<file path="config.mk">
export PLATFORM = sky130hd
export DESIGN_NAME = display_sleep_repolarize_ctrl
export DESIGN_NICKNAME = d
export VERILOG_FILES = /design/src/rtl/core/dsrc_pkg.sv /design/src/rtl/core/display_sleep_repolarize_ctrl.sv /design/src/rtl/core/dsrc_in_stage.sv /design/src/rtl/core/dsrc_core.sv
export SDC_FILE = /design/constraint.sdc
export NUM_CORES = 1
export LEC_CHECK = 0
export ABC_CLOCK_PERIOD_IN_PS = 5500
export BUFFER_PORTS_ARGS = -buffer_cell sky130_fd_sc_hd__buf_2
export CAP_MARGIN = 20
export CORE_ASPECT_RATIO = 0.6
export CORE_MARGIN = 4
export CORE_UTILIZATION = 38
export CTS_BUF_LIST = sky130_fd_sc_hd__clkbuf_4 sky130_fd_sc_hd__clkbuf_8 sky130_fd_sc_hd__clkbuf_16
export CTS_CLUSTER_DIAMETER = 60
export DETAILED_ROUTE_END_ITERATION = 6
export GPL_ROUTABILITY_DRIVEN = 0
export HOLD_SLACK_MARGIN = 0.05
export PLACE_DENSITY = 0.53
export SLEW_MARGIN = 20
export SYNTH_ARGS = -nofsm -noshare
export SYNTH_HDL_FRONTEND = slang
export SYNTH_SLANG_ARGS = --single-unit
</file>
<file path="constraint.sdc">
create_clock -name i_clk -period 5.5 [get_ports i_clk]
set_clock_uncertainty 0.1 [all_clocks]
set_input_delay 0 -clock i_clk [delete_from_list [all_inputs] [get_ports i_clk]]
set_output_delay 0 -clock i_clk [all_outputs]
set_load 0.01 [all_outputs]
</file>
<file path="src/rtl/core/dsrc_pkg.sv">
// Shared types and constants for the display sleep and repolarize controller.
package dsrc_pkg;

    localparam int TIMEOUT_W = 16;
    localparam int IDLE_W    = 32;
    localparam int THRESH_W  = 26;
    localparam int PHASE_W   = 5;
    localparam int COUNT_W   = 2;
    localparam int OUT_W     = 8;

    localparam logic [9:0]         MS_PER_S          = 10'd1000;
    localparam logic [PHASE_W-1:0] REPOLARIZE_PERIOD = 5'd30;
    localparam logic [COUNT_W-1:0] WAKE_FRAMES       = 2'd3;

    typedef enum logic [1:0] {
        OP_TICK    = 2'd0,
        OP_PRESS   = 2'd1,
        OP_RELEASE = 2'd2,
        OP_FRAME   = 2'd3
    } t_op;

    typedef struct packed {
        logic wake_pending;
        logic cover_white;
        logic is_asleep;
        logic backlight_on;
    } t_result;

endpackage

</file>
<file path="src/rtl/core/display_sleep_repolarize_ctrl.sv">
// Top level of the display sleep and repolarize controller.
// Each input item is one event (tick, press, release, frame) and yields exactly one result
// item with the state after that event. An item is held in the input register and is then
// written into the state update and result register, from which its result is presented.
// One item is taken every cycle while the result side is ready; the single state update
// stage sets that rate. The timeout register may only be written while no item is in
// flight; its millisecond threshold is computed on the write.
module display_sleep_repolarize_ctrl (
    input  logic        i_clk,
    input  logic        i_rst_n,
    input  logic        i_cfg_we,
    input  logic [15:0] i_cfg_wdata,
    input  logic        s_axis_tvalid,
    output logic        s_axis_tready,
    input  logic [31:0] s_axis_tdata,   // [31:0] idle_ms
    input  logic [1:0]  s_axis_tuser,   // [1:0] operation
    output logic        m_axis_tvalid,
    input  logic        m_axis_tready,
    output logic [7:0]  m_axis_tdata    // [0] backlight_on, [1] is_asleep, [2] cover_white,
                                        // [3] wake_pending, [7:4] zero
);
    import dsrc_pkg::*;

    logic                st_valid;
    t_op                 st_op;
    logic [IDLE_W-1:0]   st_idle_ms;
    logic [THRESH_W-1:0] st_thresh;
    logic                advance;
    t_result             result;

    dsrc_in_stage u_in (
        .i_clk      (i_clk),
        .i_rst_n    (i_rst_n),
        .i_cfg_we   (i_cfg_we),
        .i_cfg_wdata(i_cfg_wdata),
        .i_valid    (s_axis_tvalid),
        .o_ready    (s_axis_tready),
        .i_op       (s_axis_tuser),
        .i_idle_ms  (s_axis_tdata),
        .i_advance  (advance),
        .o_valid    (st_valid),
        .o_op       (st_op),
        .o_idle_ms  (st_idle_ms),
        .o_thresh   (st_thresh)
    );

    dsrc_core u_core (
        .i_clk    (i_clk),
        .i_rst_n  (i_rst_n),
        .i_valid  (st_valid),
        .o_advance(advance),
        .i_op     (st_op),
        .i_idle_ms(st_idle_ms),
        .i_thresh (st_thresh),
        .o_valid  (m_axis_tvalid),
        .i_ready  (m_axis_tready),
        .o_result (result)
    );

    assign m_axis_tdata = {(OUT_W - $bits(t_result))'(0), result};

endmodule

</file>
<file path="src/rtl/core/dsrc_in_stage.sv">
// Input item register and sleep threshold register.
module dsrc_in_stage (
    input  logic                          i_clk,
    input  logic                          i_rst_n,
    input  logic                          i_cfg_we,
    input  logic [dsrc_pkg::TIMEOUT_W-1:0] i_cfg_wdata,
    input  logic                          i_valid,
    output logic                          o_ready,
    input  logic [1:0]                    i_op,
    input  logic [dsrc_pkg::IDLE_W-1:0]    i_idle_ms,
    input  logic                          i_advance,
    output logic                          o_valid,
    output dsrc_pkg::t_op                 o_op,
    output logic [dsrc_pkg::IDLE_W-1:0]    o_idle_ms,
    output logic [dsrc_pkg::THRESH_W-1:0]  o_thresh
);
    import dsrc_pkg::*;

    logic                r_valid;
    t_op                 r_op;
    logic [IDLE_W-1:0]   r_idle_ms;
    logic [THRESH_W-1:0] r_thresh;
    logic [THRESH_W-1:0] n_thresh;

    // The millisecond threshold is formed once per configuration write;
    // a zero threshold means sleep is disabled.
    assign n_thresh = THRESH_W'(i_cfg_wdata) * THRESH_W'(MS_PER_S);
    assign o_ready  = !r_valid || i_advance;

    always_ff @(posedge i_clk) begin
        if (!i_rst_n) begin
            r_valid  <= 1'b0;
            r_thresh <= '0;
        end else begin
            if (i_cfg_we) begin
                r_thresh <= n_thresh;
            end
            if (o_ready) begin
                r_valid <= i_valid;
            end
        end
    end

    always_ff @(posedge i_clk) begin
        if (o_ready && i_valid) begin
            r_op      <= t_op'(i_op);
            r_idle_ms <= i_idle_ms;
        end
    end

    assign o_valid   = r_valid;
    assign o_op      = r_op;
    assign o_idle_ms = r_idle_ms;
    assign o_thresh  = r_thresh;

endmodule

</file>
<file path="src/rtl/core/dsrc_core.sv">
// Sleep state update and result register.
module dsrc_core (
    input  logic                         i_clk,
    input  logic                         i_rst_n,
    input  logic                         i_valid,
    output logic                         o_advance,
    input  dsrc_pkg::t_op                i_op,
    input  logic [dsrc_pkg::IDLE_W-1:0]   i_idle_ms,
    input  logic [dsrc_pkg::THRESH_W-1:0] i_thresh,
    output logic                         o_valid,
    input  logic                         i_ready,
    output dsrc_pkg::t_result            o_result
);
    import dsrc_pkg::*;

    logic               r_asleep, n_asleep;
    logic [PHASE_W-1:0] r_phase, n_phase;
    logic               r_white, n_white;
    logic [COUNT_W-1:0] r_count, n_count;
    logic               r_light, n_light;
    logic               r_out_valid;
    t_result            r_result;
    t_result            n_result;
    logic [PHASE_W:0]   phase_inc;
    logic               take;

    assign o_advance = !r_out_valid || i_ready;
    assign take      = i_valid && o_advance;
    assign phase_inc = {1'b0, r_phase} + (PHASE_W+1)'(1);

    always_comb begin
        n_asleep = r_asleep;
        n_phase  = r_phase;
        n_white  = r_white;
        n_count  = r_count;
        n_light  = r_light;
        unique case (i_op)
            OP_TICK: begin
                if (r_asleep) begin
                    if (phase_inc >= {1'b0, REPOLARIZE_PERIOD}) begin
                        n_phase = '0;
                        n_white = !r_white;
                    end else begin
                        n_phase = phase_inc[PHASE_W-1:0];
                    end
                end else if (i_thresh != '0 && i_idle_ms >= IDLE_W'(i_thresh)) begin
                    n_asleep = 1'b1;
                    n_phase  = '0;
                    n_white  = 1'b0;
                    n_count  = '0;
                    n_light  = 1'b0;
                end
            end
            OP_PRESS: begin
                if (r_asleep) begin
                    n_white = 1'b0;
                    n_count = WAKE_FRAMES;
                end
            end
            OP_RELEASE: begin
                n_asleep = 1'b0;
            end
            OP_FRAME: begin
                // The backlight comes on as the countdown reaches zero.
                if (r_count != '0) begin
                    n_count = r_count - COUNT_W'(1);
                    if (r_count == COUNT_W'(1)) begin
                        n_light = 1'b1;
                    end
                end
            end
            default: ;
        endcase
        n_result.backlight_on = n_light;
        n_result.is_asleep    = n_asleep;
        n_result.cover_white  = n_asleep && n_white;
        n_result.wake_pending = (n_count != '0);
    end

    always_ff @(posedge i_clk) begin
        if (!i_rst_n) begin
            r_asleep    <= 1'b0;
            r_phase     <= '0;
            r_white     <= 1'b0;
            r_count     <= '0;
            r_light     <= 1'b1;
            r_out_valid <= 1'b0;
        end else begin
            if (take) begin
                r_asleep <= n_asleep;
                r_phase  <= n_phase;
                r_white  <= n_white;
                r_count  <= n_count;
                r_light  <= n_light;
            end
            if (o_advance) begin
                r_out_valid <= i_valid;
            end
        end
    end

    always_ff @(posedge i_clk) begin
        if (take) begin
            r_result <= n_result;
        end
    end

    assign o_valid  = r_out_valid;
    assign o_result = r_result;

endmodule

</file>
==> flow_summary.toml, run 1 <==
[layout]
design_area_um2 = 7322
nets = 891
layout_common_cells = "inv_1, ha_1, buf_2"
post-route-util = 0.4723
final_common_cell = "inv_1"
syn2layout_area_growth_pct = 20.29
stdcell_count = 907
antenna_cells = 0
drive_above_1_share = 0.1179

[pwr]
powerDensity_nw_per_um2 = 402.2
total_power_mw = 2.945
p_leak_nw = 3.414
ir_drop_v = 0.0001709

[yosys]
synth_warnings = 0
avgSynthCellArea_um2 = 10.18
ys.flop_type = "edfxtp_1"
synth.distinct_cells = 60
synth_edf_count = 38
yosysSeqAreaShare = 0.3026
netlist_instances = 598
synth_async_sr_flop_share = 0
synth_top_area_share = 0.1875
synth-seq-cells = 73
synthesis.area_um2 = 6087
synthTopCellsByArea = "edfxtp_1, fa_1, ha_1"
yosys.area.top_type = "edfxtp_1"

[drt]
drt-total-wl_um = 13140
first_pass_iters = 5
drc_errors = 0
wl_per_cell_um = 14.48
drtIter0Drc = 219
vias = 4493
vias_per_cell = 4.954
detail-route-antenna-nets = 0

[sta]
fin_crit_ns = 4.624
max_freq_mhz = 216.3
tightest_slew_ns = 0.7885
finalSetupTns_ns = 0
max_slew_margin = 0.4711
rsz0062_at_grt = "no"
min_period_over_period = 0.8407
drv_slew = 0
finalSetupViolations = 0
hold_viol_final = 0

[worst_hold_path]
hp-class = "input port to flip-flop"

[die]
coreArea_um2 = 15500
start_util = 0.3927
die_area_um2 = 18170
chipWidth_um = 171.4
die_y_um = 106.0
io_pins = 65
rows = 35

[clock_tree]
htree_levels = 3
clock_latency_ns = 0.33
cts_tree = "done"
clock_sinks = 73
cts_buffers = 9
cts.path.max_buffers = 2
clk_pin_slew_worst_paths_ns = 0.06
cts-root-buf = "clkbuf_16"

[worst_setup_path]
cp-start-kind = "input port"
criticalPathCategory = "input port to flip-flop"
worstSetupEndpointType = "flip-flop"
cp.required_ns = 5.59
crit_arrival_ns = 4.71
crit_fanout = 5

[global_route]
grt_pass1_vias = 4591
gr-total-overflow = 0
grtUsageTotal = 0.1530
grt_pass1_wl_um = 22330
grt_max_degree = 36
antenna_found_initial = 0

[place]
dpl.hpwl_um = 10640
place_area_um2 = 6591
dp_cells = 851
port_buffers = 60

[outcome]
status = "finished clean"

[run]
maxCapViolations = 0
-- kinds of logic (layout without fill, tap and decap cells) --
logic type | Yosys count | after routing | synth area share
buffers and inverters | 125 | 228 | 0.07975
AND/OR/NAND/NOR | 114 | 114 | 0.09435
flip-flops | 73 | 73 | 0.3026
XOR/XNOR | 15 | 15 | 0.02158
other | 1 | 4 | 0.0006161
multiplexers | 14 | 14 | 0.02323
AO/OA/AOI/OAI | 118 | 118 | 0.1291
adder cells (fa/ha/maj) | 138 | 138 | 0.3488
-- timing repair --
item | CTS | global route
buffers inserted | 0 | 0
hold endpoints to repair | 46 | 0
hold buffers | 40 | 0
resized for setup | 0 | 0
endpoints found under the setup margin | 0 | 0
-- Yosys cell counts, drive strengths merged (2+ instances only) --
cell type and n:
a211oi 9, ha 84, inv 110, o32ai 2
mux2i 13, dfxtp 35, o21ai 25, o22a 2
a311oi 2, a31oi 9, o311ai 4, or3 2
nand2b 7, xnor2 9, o21bai 3, nor2b 6
xor2 6, o211ai 2, edfxtp 38, a32o 2
and2 5, fa 53, nor3b 3, and3 7
a21oi 24, nand4 4, nor3 10, buf 6
o31ai 2, nor4 7, nor2 36, o21a 4
a21o 15, clkbuf 8, nand2 17, o221ai 2
a31o 2, nand3 6
-- cell type report --
cell class,instances,area (µm²)
clock buffer,15,300.3
clock inverter,1,30.03
fill,1473,8180
inverter,111,416.7
multi-input combinational,403,3771
sequential,73,1842
tap,203,254.0
timing repair buffer,101,708.2
-- worst max-delay path, stage by stage --
cell,delay [ns]
dlygate4sd3_1,0.53
buf_2,0.16
fa_1,0.53
fa_1,0.52
inv_1,0.05
fa_1,0.53
fa_1,0.52
inv_1,0.04
ha_1,0.33
o21ai_0,0.14
o21ai_1,0.15
a31oi_1,0.45
o21ai_0,0.18
and3_1,0.20
o311ai_1,0.26
o32ai_1,0.11
-- flip-flops by register name, summed over array words and instances, names as in the netlist --
register	flops
u_in.o_valid	1
u_core.r_light	1
u_core.o_valid	1
u_in.o_thresh	23
u_core.r_asleep	1
u_in.o_idle_ms	32
u_core.r_count	2
u_core.r_phase	5
u_in.o_op	2
u_core.o_result	4
u_core.r_white	1
-- per-stage QoR --
stage	setup WS, ns	hold WS (ns)
2_1_floorplan	1.524	-0.001131
3_3_place_gp	1.074	0.07695
3_5_place_dp	1.059	0.07809
4_1_cts	0.8435	0.07179
5_1_grt	0.5311	0.1089
6_report	0.8760	0.07658
-- worst paths after layout --
| path | slack (ns) | cells after the start | startpoint | endpoint |
|---|---|---|---|---|
| worst min register to register | 0.40 | 2 | u_in.o_thresh[20] | u_in.o_thresh[20] |
| worst min-delay path | 0.08 | 4 | i_cfg_wdata[2] | u_in.o_thresh[5] |
| worst max register to register | 2.92 | 9 | u_in.o_thresh[25] | u_core.o_result[2] |
| worst max-delay path | 0.88 | 16 | i_cfg_wdata[0] | u_in.o_thresh[25] |
-- per-layer routing --
layer	share of wire	GRT usage	wire length, µm	up-vias
met5	0	0	0	-
met4	0.0043	0.01979	56	0
met3	0.046	0.03605	605	9
met2	0.41	0.2226	5325	90
met1	0.54	0.2355	7148	2142
li1	-	-	-	2252
-- power breakdown --
part | total, mW | internal [mW] | switching (mW) | leakage (nW)
Combinational | 1.63 | 0.722 | 0.906 | 2.59
Clock | 0.631 | 0.419 | 0.212 | 0.166
Sequential | 0.686 | 0.643 | 0.0434 | 0.656
Total | 2.94 | 1.78 | 1.16 | 3.41
(Power assumes the default switching activity.)
==> inputs of run 2 (changes only) <==
--- a/config.mk
+++ b/config.mk
@@ -5,7 +5,7 @@
 export SDC_FILE = /design/constraint.sdc
 export NUM_CORES = 1
 export LEC_CHECK = 0
-export ABC_CLOCK_PERIOD_IN_PS = 5500
+export ABC_CLOCK_PERIOD_IN_PS = 4700
 export BUFFER_PORTS_ARGS = -buffer_cell sky130_fd_sc_hd__buf_2
 export CAP_MARGIN = 20
 export CORE_ASPECT_RATIO = 0.6
==> constraint.sdc (replaced) <==
create_clock -name i_clk -period 4.7 [get_ports i_clk]
set_clock_uncertainty 0.1 [all_clocks]
set_input_delay 0 -clock i_clk [delete_from_list [all_inputs] [get_ports i_clk]]
set_output_delay 0 -clock i_clk [all_outputs]
set_load 0.01 [all_outputs]
==> flow_summary.toml, run 2 (same netlist as run 1, synthesis figures left out) <==
[outcome]
status = "finished clean"

[layout]
final_common_cell = "inv_1"
fillers = 1488
syn2layout_area_growth_pct = 20.62
layout_common_cells = "inv_1, ha_1, buf_2"
multi_input_area_um2 = 3805
post-route-util = 0.4736
largest_register_ffs = 32
drive_above_1_share = 0.1250
register_area_um2 = 1842
design_area_um2 = 7342
stdcell_count = 907
nets = 891
antenna_cells = 0

[pwr]
cellInternalPower_mw = 2.078
ir_drop_v = 0.0001985
p_leak_nw = 3.417
pwr-share-seq = 0.230
switching_power_mw = 1.411
power_frac_comb = 0.569
powerDensity_nw_per_um2 = 475.1
switching_share = 0.4044
clockPowerShare = 0.201

[run]
maxCapViolations = 0

[die]
rows = 35
io_pins = 65
coreArea_um2 = 15500
die_area_um2 = 18170
die_y_um = 106.0
chipWidth_um = 171.4
start_util = 0.3927

[worst_setup_path]
cp_common_cell = "fa_1"
crit_arrival_ns = 4.65
crit_buf_inv = 4
criticalPathCategory = "input port to flip-flop"
max_stage_delay_ns = 0.53
path_cells = "dlygate4sd3_1 -> buf_2 -> inv_1 -> fa_1 -> fa_1 -> fa_1 -> fa_1 -> inv_1 -> ha_1 -> o21ai_1 -> o21ai_1 -> a31o_2 -> a211oi_2 -> o21ai_1 -> mux2_2 -> a21oi_1"
crit_fanout = 5
crit_slowest_cell = "dlygate4sd3_1"
cp.required_ns = 4.83
worstSetupEndpointType = "flip-flop"
cp-start-kind = "input port"
crit_family = "adder cells"

[place]
place_area_um2 = 6591
port_buffers = 60
dpl.hpwl_um = 10640
dp_slack_ns = 0.2541
dp_cells = 851

[drt]
drtIter0Drc = 206
drc_errors = 0
detail-route-antenna-nets = 0
first_pass_iters = 4
vias_per_cell = 4.920
vias = 4462
wl_per_cell_um = 14.57
drt-total-wl_um = 13220

[clock_tree]
htree_levels = 3
cts.path.max_buffers = 2
clk_pin_slew_worst_paths_ns = 0.06
cts_tree = "done"
cts-root-buf = "clkbuf_16"
cts_buffers = 9
clock_sinks = 73
clock_latency_ns = 0.33

[sta]
max_slew_margin = 0.4710
min_period_over_period = 0.9617
max_freq_mhz = 221.2
fin_ws_ns = 0.1800
finalSetupViolations = 0
hold_viol_final = 0
fin_crit_ns = 4.520
tightest_slew_ns = 0.7886
drv_slew = 0

[global_route]
grt_pass1_vias = 4601
grtUsageTotal = 0.1529
grt_pass1_wl_um = 22440
grt_max_degree = 36
antenna_found_initial = 0
gr-total-overflow = 0

[worst_hold_path]
hp-class = "input port to flip-flop"
## run 2: area by class of cell
type,count,area share
Clock buffer,15,0.04243
Clock inverter,1,0.0006817
Inverter,111,0.05675
Multi-Input combinational cell,403,0.5182
Sequential cell,73,0.2509
Tap cell,203,0.03459
Timing Repair Buffer,101,0.09646
## run 2: path summary, 6_finish.rpt
check	start	endpoint	slack [ns]	depth (start not counted)
hold / removal	i_cfg_wdata[2]	u_in.o_thresh[5]	0.07	4
setup / recovery	i_cfg_wdata[1]	u_in.o_thresh[24]	0.18	16
setup reg to reg	u_in.o_thresh[25]	u_core.o_result[2]	2.13	9
hold reg to reg	u_in.o_thresh[23]	u_in.o_thresh[23]	0.40	2
## run 2: worst register-to-register path, delay by kind of cell, from the launching register on
| kind | cells | cell delay [ns] |
|---|---|---|
| simple gates | 4 | 0.93 |
| compound gates | 3 | 0.55 |
| buf+inv | 1 | 0.11 |
| flops | 1 | 0.44 |
| fa+ha+maj | 1 | 0.20 |
## run 2: power by group through the flow
stage / clock network (mW) / registers, mW / logic [mW]
after floorplan: 0 / 0.798 / 1.48
after detailed placement: 0 / 0.815 / 1.89
final: 0.702 / 0.803 / 1.98
after CTS: 0.717 / 0.803 / 1.94
after global placement: 0 / 0.815 / 1.87
after global routing: 0.752 / 0.813 / 2.29
## run 2: metal layers
layer | share of wire | routed length, µm | global-route usage
met2 | 0.40 | 5306 | 0.2204
met4 | 0.0067 | 88 | 0.01865
met1 | 0.55 | 7289 | 0.2382
met5 | 0 | 0 | 0
met3 | 0.040 | 530 | 0.03493
## run 2: what timing repair did
| item | in CTS | in global routing |
|---|---|---|
| setup buffers | 0 | 0 |
| endpoints found under the hold margin | 46 | 0 |
| hold buffers | 40 | 0 |
| gates resized for setup | 0 | 9 |
| setup endpoints to repair | 0 | 5 |
## run 2: stage by stage
stage	hold slack, ns	setup TNS, ns	power [mW]
after floorplan	-0.001131	0	2.275
after global placement	0.07695	0	2.685
after detailed placement	0.07809	0	2.705
after CTS	0.06820	0	3.459
after global routing	0.1057	-0.02513	3.851
final	0.07385	0	3.488
